===== src/rtl/ccpp_pkg.sv =====
// ----------------------------------------------------------------------------
// ccpp_pkg
// Shared types and constants of the cubic curve point projection unit.
// ----------------------------------------------------------------------------
package ccpp_pkg;

    localparam int COORD_W = 24;
    localparam int COEF_W  = 48;
    localparam int SPAN_W  = 32;
    localparam int IDX_W   = 4;

    localparam logic signed [COORD_W-1:0] U_ORIGIN_RST   = 24'sd37143;
    localparam logic        [SPAN_W-1:0]  U_INV_SPAN_RST = 32'd10644986;

    typedef struct packed {
        logic signed [COORD_W-1:0] query_x;
        logic signed [COORD_W-1:0] query_y;
    } query_t;

    typedef struct packed {
        logic signed [COORD_W-1:0] u_param;
        logic signed [COORD_W-1:0] vec_x;
        logic signed [COORD_W-1:0] vec_y;
        logic signed [COORD_W-1:0] foot_x;
        logic signed [COORD_W-1:0] foot_y;
        logic signed [COORD_W-1:0] echo_x;
        logic signed [COORD_W-1:0] echo_y;
    } result_t;

    typedef struct packed {
        logic signed [COEF_W-1:0]  coef_cubic;
        logic signed [COEF_W-1:0]  coef_square;
        logic signed [COEF_W-1:0]  coef_linear;
        logic signed [COEF_W-1:0]  coef_const;
        logic signed [COORD_W-1:0] left_x;
        logic signed [COORD_W-1:0] right_x;
        logic signed [COORD_W-1:0] u_origin;
        logic        [SPAN_W-1:0]  u_inv_span;
    } cfg_t;

    typedef enum logic [IDX_W-1:0] {
        REG_COEF_CUBIC  = 4'd0,
        REG_COEF_SQUARE = 4'd1,
        REG_COEF_LINEAR = 4'd2,
        REG_COEF_CONST  = 4'd3,
        REG_LEFT_X      = 4'd4,
        REG_RIGHT_X     = 4'd5,
        REG_U_ORIGIN    = 4'd6,
        REG_U_INV_SPAN  = 4'd7
    } reg_idx_t;

    typedef enum logic [2:0] {
        OP_AX  = 3'd0,
        OP_YC  = 3'd1,
        OP_SC  = 3'd2,
        OP_YD  = 3'd3,
        OP_DOT = 3'd4,
        OP_U   = 3'd5
    } op_t;

    typedef struct packed {
        logic load_query;
        logic calc_mid;
        logic mul_lo;
        logic mul_hi;
        logic post;
        logic load_out;
        op_t  op;
    } cmd_t;

    typedef struct packed {
        logic more;
    } sts_t;

endpackage


===== src/rtl/ccpp_cfg_regs.sv =====
// ----------------------------------------------------------------------------
// ccpp_cfg_regs
// Configuration register file: curve coefficients, interval and u mapping.
// ----------------------------------------------------------------------------
module ccpp_cfg_regs
    import ccpp_pkg::*;
(
    input  logic                 clk,
    input  logic                 rst_n,
    input  logic                 wr_en,
    input  logic [IDX_W-1:0]     wr_index,
    input  logic [COEF_W-1:0]    wr_data,
    output cfg_t                 cfg
);

    cfg_t cfg_reg;
    cfg_t cfg_next;

    always_comb
    begin
        cfg_next = cfg_reg;
        if (wr_en)
        begin
            unique case (reg_idx_t'(wr_index))
                REG_COEF_CUBIC:  cfg_next.coef_cubic  = wr_data;
                REG_COEF_SQUARE: cfg_next.coef_square = wr_data;
                REG_COEF_LINEAR: cfg_next.coef_linear = wr_data;
                REG_COEF_CONST:  cfg_next.coef_const  = wr_data;
                REG_LEFT_X:      cfg_next.left_x      = wr_data[COORD_W-1:0];
                REG_RIGHT_X:     cfg_next.right_x     = wr_data[COORD_W-1:0];
                REG_U_ORIGIN:    cfg_next.u_origin    = wr_data[COORD_W-1:0];
                REG_U_INV_SPAN:  cfg_next.u_inv_span  = wr_data[SPAN_W-1:0];
                default:         cfg_next = cfg_reg;
            endcase
        end
    end

    always_ff @(posedge clk or negedge rst_n)
    begin
        if (!rst_n)
        begin
            cfg_reg.coef_cubic  <= '0;
            cfg_reg.coef_square <= '0;
            cfg_reg.coef_linear <= '0;
            cfg_reg.coef_const  <= '0;
            cfg_reg.left_x      <= '0;
            cfg_reg.right_x     <= '0;
            cfg_reg.u_origin    <= U_ORIGIN_RST;
            cfg_reg.u_inv_span  <= U_INV_SPAN_RST;
        end
        else
        begin
            cfg_reg <= cfg_next;
        end
    end

    assign cfg = cfg_reg;

endmodule


===== src/rtl/ccpp_ctrl.sv =====
// ----------------------------------------------------------------------------
// ccpp_ctrl
// Sequencer: steps the datapath through midpoint, products, sign test and
// the final parameter product, and owns the input and output handshakes.
// ----------------------------------------------------------------------------
module ccpp_ctrl
    import ccpp_pkg::*;
(
    input  logic clk,
    input  logic rst_n,
    input  logic in_valid,
    output logic in_ready,
    output logic out_valid,
    input  logic out_ready,
    input  sts_t sts,
    output cmd_t cmd
);

    typedef enum logic [6:0] {
        S_IDLE   = 7'b0000001,
        S_MID    = 7'b0000010,
        S_MUL_LO = 7'b0000100,
        S_MUL_HI = 7'b0001000,
        S_POST   = 7'b0010000,
        S_CHECK  = 7'b0100000,
        S_OUT    = 7'b1000000
    } state_t;

    state_t state_reg, state_next;
    op_t    op_reg, op_next;
    logic   out_valid_reg, out_valid_next;
    logic   out_free;

    assign out_free = !out_valid_reg || out_ready;

    always_comb
    begin
        state_next     = state_reg;
        op_next        = op_reg;
        out_valid_next = out_valid_reg && !out_ready;
        cmd            = '0;
        cmd.op         = op_reg;
        unique case (state_reg)
            S_IDLE:
            begin
                if (in_valid)
                begin
                    cmd.load_query = 1'b1;
                    op_next        = OP_AX;
                    state_next     = S_MID;
                end
            end
            S_MID:
            begin
                cmd.calc_mid = 1'b1;
                state_next   = S_MUL_LO;
            end
            S_MUL_LO:
            begin
                cmd.mul_lo = 1'b1;
                state_next = S_MUL_HI;
            end
            S_MUL_HI:
            begin
                cmd.mul_hi = 1'b1;
                state_next = S_POST;
            end
            S_POST:
            begin
                cmd.post = 1'b1;
                unique case (op_reg)
                    OP_AX:
                    begin
                        op_next    = OP_YC;
                        state_next = S_MUL_LO;
                    end
                    OP_YC:
                    begin
                        op_next    = OP_SC;
                        state_next = S_MUL_LO;
                    end
                    OP_SC:
                    begin
                        op_next    = OP_YD;
                        state_next = S_MUL_LO;
                    end
                    OP_YD:
                    begin
                        op_next    = OP_DOT;
                        state_next = S_MUL_LO;
                    end
                    OP_DOT:  state_next = S_CHECK;
                    OP_U:    state_next = S_OUT;
                    default: state_next = S_IDLE;
                endcase
            end
            S_CHECK:
            begin
                if (sts.more)
                begin
                    op_next    = OP_AX;
                    state_next = S_MID;
                end
                else
                begin
                    op_next    = OP_U;
                    state_next = S_MUL_LO;
                end
            end
            S_OUT:
            begin
                if (out_free)
                begin
                    cmd.load_out   = 1'b1;
                    out_valid_next = 1'b1;
                    state_next     = S_IDLE;
                end
            end
            default: state_next = S_IDLE;
        endcase
    end

    always_ff @(posedge clk or negedge rst_n)
    begin
        if (!rst_n)
        begin
            state_reg     <= S_IDLE;
            op_reg        <= OP_AX;
            out_valid_reg <= 1'b0;
        end
        else
        begin
            state_reg     <= state_next;
            op_reg        <= op_next;
            out_valid_reg <= out_valid_next;
        end
    end

    assign in_ready  = (state_reg == S_IDLE);
    assign out_valid = out_valid_reg;

endmodule


===== src/rtl/ccpp_dpath.sv =====
// ----------------------------------------------------------------------------
// ccpp_dpath
// Bisection datapath: interval registers, one shared 24x25 multiplier used
// in two halves per product, saturating post-processing and result register.
// ----------------------------------------------------------------------------
module ccpp_dpath
    import ccpp_pkg::*;
#(
    parameter int MAX_ITERATIONS = 32,
    parameter int FRAC_BITS      = 8
)
(
    input  logic    clk,
    input  logic    rst_n,
    input  cmd_t    cmd,
    output sts_t    sts,
    input  cfg_t    cfg,
    input  query_t  query,
    output result_t result
);

    localparam int IW = $clog2(MAX_ITERATIONS + 1);
    localparam logic [72:0] LIM47_W = 73'h7FFF_FFFF_FFFF;
    localparam logic [72:0] LIM23_W = 73'h7F_FFFF;

    logic signed [23:0] qx_reg, qy_reg, xl_reg, xr_reg, xm_reg, ym_reg, u_reg;
    logic signed [47:0] y_reg, s_reg;
    logic [IW-1:0]      iter_reg;
    logic [72:0]        prod_reg;
    logic               neg_reg;
    result_t            res_reg;

    logic signed [48:0] a_sel;
    logic [47:0]        a_mag;
    logic signed [24:0] b_sel;
    logic [24:0]        b_mag;
    logic [48:0]        part;
    logic signed [24:0] mid_sum;
    logic [72:0]        mag_sh;
    logic [46:0]        mag47;
    logic signed [51:0] p52;
    logic signed [51:0] add52;
    logic signed [47:0] sum_sat;
    logic signed [47:0] slope_sat;
    logic signed [47:0] y_shift;
    logic signed [74:0] dot_sum;
    logic signed [24:0] dx;
    logic [72:0]        mag_u;
    logic [22:0]        u_mag;
    logic signed [24:0] width;
    logic signed [30:0] width20;

    function automatic logic signed [47:0] sat48(input logic signed [51:0] v);
        if (v > 52'sh7FFF_FFFF_FFFF)
            sat48 = 48'sh7FFF_FFFF_FFFF;
        else if (v < -52'sh8000_0000_0000)
            sat48 = 48'sh8000_0000_0000;
        else
            sat48 = v[47:0];
    endfunction

    function automatic logic signed [23:0] sat24(input logic signed [47:0] v);
        if (v > 48'sh7F_FFFF)
            sat24 = 24'sh7F_FFFF;
        else if (v < -48'sh80_0000)
            sat24 = 24'sh80_0000;
        else
            sat24 = v[23:0];
    endfunction

    always_comb
    begin
        unique case (cmd.op)
            OP_AX:   a_sel = 49'(cfg.coef_cubic);
            OP_YC:   a_sel = 49'(y_reg);
            OP_YD:   a_sel = 49'(y_reg);
            OP_SC:   a_sel = 49'(s_reg);
            OP_DOT:  a_sel = 49'(s_reg);
            OP_U:    a_sel = $signed({17'b0, cfg.u_inv_span});
            default: a_sel = '0;
        endcase
        unique case (cmd.op)
            OP_DOT:  b_sel = 25'(ym_reg) - 25'(qy_reg);
            OP_U:    b_sel = 25'(xm_reg) - 25'(cfg.u_origin);
            default: b_sel = 25'(xm_reg);
        endcase
    end

    assign a_mag = a_sel[48] ? 48'(-a_sel) : a_sel[47:0];
    assign b_mag = b_sel[24] ? 25'(-b_sel) : 25'(b_sel);
    assign part  = (cmd.mul_hi ? a_mag[47:24] : a_mag[23:0]) * b_mag;

    assign mid_sum = 25'(xl_reg) + 25'(xr_reg);

    // saturating product rescaled to Q15.32
    assign mag_sh = prod_reg >> FRAC_BITS;
    assign mag47  = (mag_sh > LIM47_W) ? 47'h7FFF_FFFF_FFFF : mag_sh[46:0];
    assign p52    = neg_reg ? -$signed({5'b0, mag47}) : $signed({5'b0, mag47});

    always_comb
    begin
        unique case (cmd.op)
            OP_AX:   add52 = 52'(cfg.coef_square);
            OP_YD:   add52 = 52'(cfg.coef_const);
            default: add52 = 52'(cfg.coef_linear);
        endcase
    end

    assign sum_sat   = sat48(p52 + add52);
    assign slope_sat = sat48(3 * p52 + 2 * 52'(cfg.coef_square));
    assign y_shift   = sum_sat >>> (32 - FRAC_BITS);

    assign dx      = 25'(xm_reg) - 25'(qx_reg);
    assign dot_sum = (neg_reg ? -$signed({2'b0, prod_reg}) : $signed({2'b0, prod_reg}))
                     + (75'(dx) <<< 32);

    assign mag_u = prod_reg >> (FRAC_BITS + 16);
    assign u_mag = (mag_u > LIM23_W) ? 23'h7F_FFFF : mag_u[22:0];

    assign width    = 25'(xr_reg) - 25'(xl_reg);
    assign width20  = 31'(width) * 31'sd20;
    assign sts.more = (width20 > (31'sd1 <<< FRAC_BITS))
                      && (iter_reg < IW'(MAX_ITERATIONS));

    always_ff @(posedge clk or negedge rst_n)
    begin
        if (!rst_n)
        begin
            iter_reg <= '0;
        end
        else if (cmd.load_query)
        begin
            iter_reg <= '0;
        end
        else if (cmd.post && cmd.op == OP_DOT)
        begin
            iter_reg <= iter_reg + 1'b1;
        end
    end

    always_ff @(posedge clk)
    begin
        if (cmd.load_query)
        begin
            qx_reg <= query.query_x;
            qy_reg <= query.query_y;
            xl_reg <= cfg.left_x;
            xr_reg <= cfg.right_x;
        end
        if (cmd.calc_mid)
        begin
            xm_reg <= 24'(mid_sum >>> 1);
        end
        if (cmd.mul_lo)
        begin
            prod_reg <= 73'(part);
            neg_reg  <= a_sel[48] ^ b_sel[24];
        end
        if (cmd.mul_hi)
        begin
            prod_reg <= prod_reg + (73'(part) << 24);
        end
        if (cmd.post)
        begin
            case (cmd.op)
                OP_AX:
                begin
                    y_reg <= sum_sat;
                    s_reg <= slope_sat;
                end
                OP_YC: y_reg <= sum_sat;
                OP_SC: s_reg <= sum_sat;
                OP_YD:
                begin
                    y_reg  <= sum_sat;
                    ym_reg <= sat24(y_shift);
                end
                OP_DOT:
                begin
                    if (dot_sum > 75'sd0)
                        xr_reg <= xm_reg;
                    else
                        xl_reg <= xm_reg;
                end
                OP_U: u_reg <= neg_reg ? -$signed({1'b0, u_mag}) : $signed({1'b0, u_mag});
                default: ;
            endcase
        end
        if (cmd.load_out)
        begin
            res_reg.u_param <= u_reg;
            res_reg.vec_x   <= sat24(48'(25'(qx_reg) - 25'(xm_reg)));
            res_reg.vec_y   <= sat24(48'(25'(qy_reg) - 25'(ym_reg)));
            res_reg.foot_x  <= xm_reg;
            res_reg.foot_y  <= ym_reg;
            res_reg.echo_x  <= qx_reg;
            res_reg.echo_y  <= qy_reg;
        end
    end

    assign result = res_reg;

endmodule


===== src/rtl/cubic_curve_point_projection_unit.sv =====
// ----------------------------------------------------------------------------
// cubic_curve_point_projection_unit
// Projects a query point onto a configured cubic by bisection of x.
//
//   channel | signals                               | word
//   in      | in_valid, in_ready, in_data           | query_t
//   out     | out_valid, out_ready, out_data        | result_t
//   cfg     | cfg_valid, cfg_ready, cfg_index/data  | register write
//
// Each word takes N midpoints (1..MAX_ITERATIONS) from accept to result:
// each midpoint step computes the midpoint, runs five products through the
// single shared multiplier, each as a low half, a high half and a post step,
// and then tests the interval; the u product and the output load follow.
// The next word can be accepted in the cycle after the result is loaded.
// Reset: asynchronous, active low; the datapath data registers have no reset.
// A waiting result holds in the output register while the next word is
// accepted; the finish step waits only if that register is still full.
// ----------------------------------------------------------------------------
module cubic_curve_point_projection_unit
    import ccpp_pkg::*;
#(
    parameter int MAX_ITERATIONS = 32,
    parameter int FRAC_BITS      = 8
)
(
    input  logic               clk,
    input  logic               rst_n,
    input  logic               in_valid,
    output logic               in_ready,
    input  query_t             in_data,
    output logic               out_valid,
    input  logic               out_ready,
    output result_t            out_data,
    input  logic               cfg_valid,
    output logic               cfg_ready,
    input  logic [IDX_W-1:0]   cfg_index,
    input  logic [COEF_W-1:0]  cfg_data
);

    cfg_t cfg;
    cmd_t cmd;
    sts_t sts;

    assign cfg_ready = 1'b1;

    ccpp_cfg_regs u_cfg (
        .clk      (clk),
        .rst_n    (rst_n),
        .wr_en    (cfg_valid),
        .wr_index (cfg_index),
        .wr_data  (cfg_data),
        .cfg      (cfg)
    );

    ccpp_ctrl u_ctrl (
        .clk       (clk),
        .rst_n     (rst_n),
        .in_valid  (in_valid),
        .in_ready  (in_ready),
        .out_valid (out_valid),
        .out_ready (out_ready),
        .sts       (sts),
        .cmd       (cmd)
    );

    ccpp_dpath #(
        .MAX_ITERATIONS (MAX_ITERATIONS),
        .FRAC_BITS      (FRAC_BITS)
    ) u_dpath (
        .clk    (clk),
        .rst_n  (rst_n),
        .cmd    (cmd),
        .sts    (sts),
        .cfg    (cfg),
        .query  (in_data),
        .result (out_data)
    );

endmodule


===== config.mk =====
export PLATFORM = sky130hd
export DESIGN_NAME = cubic_curve_point_projection_unit
export DESIGN_NICKNAME = d
export VERILOG_FILES = /design/src/rtl/ccpp_pkg.sv /design/src/rtl/ccpp_cfg_regs.sv /design/src/rtl/ccpp_ctrl.sv /design/src/rtl/ccpp_dpath.sv /design/src/rtl/cubic_curve_point_projection_unit.sv
export SDC_FILE = /design/constraint.sdc
export NUM_CORES = 2
export LEC_CHECK = 0
export ABC_AREA = 1
export BUFFER_PORTS_ARGS = -buffer_cell sky130_fd_sc_hd__buf_4
export CAP_MARGIN = 5
export CORE_MARGIN = 2
export CORE_UTILIZATION = 35
export CTS_CLUSTER_SIZE = 8
export DETAILED_ROUTE_END_ITERATION = 8
export SYNTH_ARGS = -nofsm -noshare
export SYNTH_HDL_FRONTEND = slang
export SYNTH_HIERARCHICAL = 1
export SYNTH_SLANG_ARGS = --single-unit

===== constraint.sdc =====
create_clock -name clk -period 28 [get_ports clk]
set_input_delay 5.6 -clock clk [delete_from_list [all_inputs] [get_ports clk]]
set_output_delay 5.6 -clock clk [all_outputs]
set_load 0.01 [all_outputs]

==> metrics.md <==
| Metric | Value |
|---|---|
| Fin. Hold Viols | `0` |
| Remaining antenna violation count | `0` |
| CP endpoint kind | `register` |
| Status | `finished, final reports clean` |
| Area growth, synth to finish | `10.12%` |
| Net Count, Synth | `13210` |
| Clock Latency Late Sink | `0.80 ns` |
| #FFs+latches synth | `819` |
| Max cap viols | `0` |
| CP Class | `register to register` |
| Worst clock skew | `0.09662 ns` |
| Grt peak-use layer | `met2` |
| Max reg flops | `296` |
| TNS Setup | `0 ns` |
| Worst Setup SP | `u_ctrl/op_reg[0]` |
| H-Tree Level Count | `3` |
| CTS tree | `yes` |
| Part of the cycle the worst path needs | `49.80%` |
| First-pass GRT wire length | `511.0 mm` |
| Vias | `80980` |
| Hold Startpoint | `u_dpath/u_reg[17]` |
| Post-Layout Cell Count | `15390` |
| Die Area | `251600 um^2` |
| Total grt overflow | `0` |
| Req. time, crit path | `28.53 ns` |
| IO Pins | `276` |
| Core footprint | `246200 um^2` |
| Netlist cell types | `70` |
| Area leader, netlist | `edfxtp_1` |
| Global router's overall resource usage | `27.00%` |
| Post-synth EDFFs | `458` |
| # placed instances | `15180` |
| Initial antenna violation count | `19` |
| Post-synth top area share | `15.87%` |
| Critical-path top delay cell | `a21oi_1` |
| Vias in the first global route | `77820` |
| Post-placement setup slack | `14.53 ns` |
| DRC violations left | `0` |
| HP Class | `register to register` |
| Post-CTS sizing | `0` |
| Mapped cell area | `86650 um^2` |
| Hpwl dp | `278.9 mm` |
| Worst slew margin | `17.00%` |
| Die span in y | `501.6 um` |
| Seq/Total Area, Yosys | `26.05%` |
| Clock period minus worst slack | `13.94 ns` |
| Drt wl/cell | `22.39 um` |
| Syn. warnings | `6` |
| Postcts setup bufs | `0` |
| Num CTS Buffers | `117` |
| # rows | `182` |
| Final setup violation count | `0` |
| Via/cell ratio | `5.260` |
| Crit path arrival time | `14.47 ns` |
| TritonRoute pass-1 iters | `6` |
| Met2 Track Usage GR | `41.14%` |
| I/O Buffers | `274` |
| GR Util met3 | `5.141%` |
| Nets@finish | `13300` |
| Routed WL | `344.7 mm` |
| Starting Density | `35.20%` |
| Gpl congestion | `1.021` |
| Max Slew Vio Count | `0` |
| Reg clk slew, reported paths | `0.06 ns` |
| Largest net degree at the start of global routing | `152` |
| DRT iter0 DRCs | `8024` |
| Die width | `501.6 um` |
| Top cells by area, synth | `edfxtp_1 (16%), nand2_1 (14%), fa_1 (13%)` |
| FFs w/ async S/R, synth | `38.22%` |
| Share of layout cells above drive strength 1 | `5.964%` |
| Setup WS post-layout | `14.06 ns` |
| M1 GR Usage | `37.36%` |
| Largest stage delay on the critical path | `1.06 ns` |
| Top FF cell, synth | `edfxtp_1` |
| Hold-fix buffers at CTS | `0` |
| Achievable Freq | `71.72 MHz` |
| Setup crit start kind | `register` |
| Worst slew pin tran | `1.241 ns` |
| Synth Area per Inst | `7.281 um^2` |
| Reg2reg start | `u_ctrl/op_reg[0]` |
| Clk root buf | `clkbuf_16` |
| CTS Buffer Depth | `3` |
| Most common cell after layout, fill and taps aside | `nand2_1` |
| CTS sink count | `819` |
| RSZ-0062 raised after global routing | `no` |
| Most frequent cells in the layout | `nand2_1 (3269), inv_1 (2079), nor2_1 (1049)` |
| Crit Path Max Fanout | `59` |
| Synth Instances | `11900` |
-- cell usage after synthesis (61+ instances only) --
cell type,number
a21oi_1,577
buf_2,143
clkbuf_1,176
dfrtp_1,291
edfxtp_1,458
fa_1,565
ha_1,641
inv_1,2081
nand2_1,3271
nand3_1,576
nand4_1,331
nor2_1,1060
nor3_1,88
o21ai_0,433
o21bai_1,88
o221ai_1,61
xnor2_1,79
xor2_1,334
-- critical path: cells and delay by family (launching register included) --
| family | cells | cell delay, ns |
|---|---|---|
| adder cells (fa/ha/maj) | 9 | 4.39 |
| AND/OR/NAND/NOR | 17 | 3.23 |
| buffers and inverters | 10 | 2.20 |
| AO/OA/AOI/OAI | 5 | 2.08 |
| XOR/XNOR | 3 | 0.95 |
| flip-flops | 1 | 0.67 |
-- layer usage --
layer	vias to the layer above	part of all wire, %
met5	-	0.069
met4	16	4.7
met3	621	8.5
met2	3464	43
met1	38960	44
li1	37910	-
-- path summary, 6_finish.rpt --
kind | endpoint | slack [ns] | depth (start not counted)
min | u_dpath/result[161] | 0.43 | 0
min in group asynchronous | u_cfg/cfg[110] | 4.82 | 1
max in group asynchronous | u_cfg/cfg[17] | 20.40 | 4
min reg2reg | u_dpath/result[161] | 0.43 | 0
max reg2reg | u_dpath/prod_reg[72] | 14.06 | 44
max | u_dpath/prod_reg[72] | 14.06 | 44
-- stage by stage --
step / hold slack [ns] / util [%] / instance area (um^2)
floorplan: 0.4003 / - / 86650
global placement: 0.4031 / 37.29 / 91800
detailed placement: 0.4055 / 37.29 / 91800
CTS: 0.4323 / 38.75 / 95400
global route: 0.4353 / 38.75 / 95400
finish: 0.4313 / 38.76 / 95420
-- cell type report --
type | instances | area (um^2)
Fill cell | 26250 | 150700
Multi-Input combinational cell | 8544 | 54240
Sequential cell | 819 | 22570
Inverter | 2123 | 7970
Tap cell | 3312 | 4144
Clock buffer | 193 | 3327
Timing Repair Buffer | 380 | 2877
Clock inverter | 13 | 266.5
Antenna cell | 10 | 25.02
-- kinds of logic after synthesis --
family / after synthesis / synth area share, %
AND/OR/NAND/NOR: 5505 / 26.44
buffers and inverters: 2538 / 11.51
AO/OA/AOI/OAI: 1414 / 9.411
adder cells (fa/ha/maj): 1206 / 22.31
flip-flops: 819 / 26.05
XOR/XNOR: 418 / 4.268
other: 1 / 0.004328
Power is not shown: default switching activity piles up to over one toggle a cycle in this logic, so the estimate is an artifact.
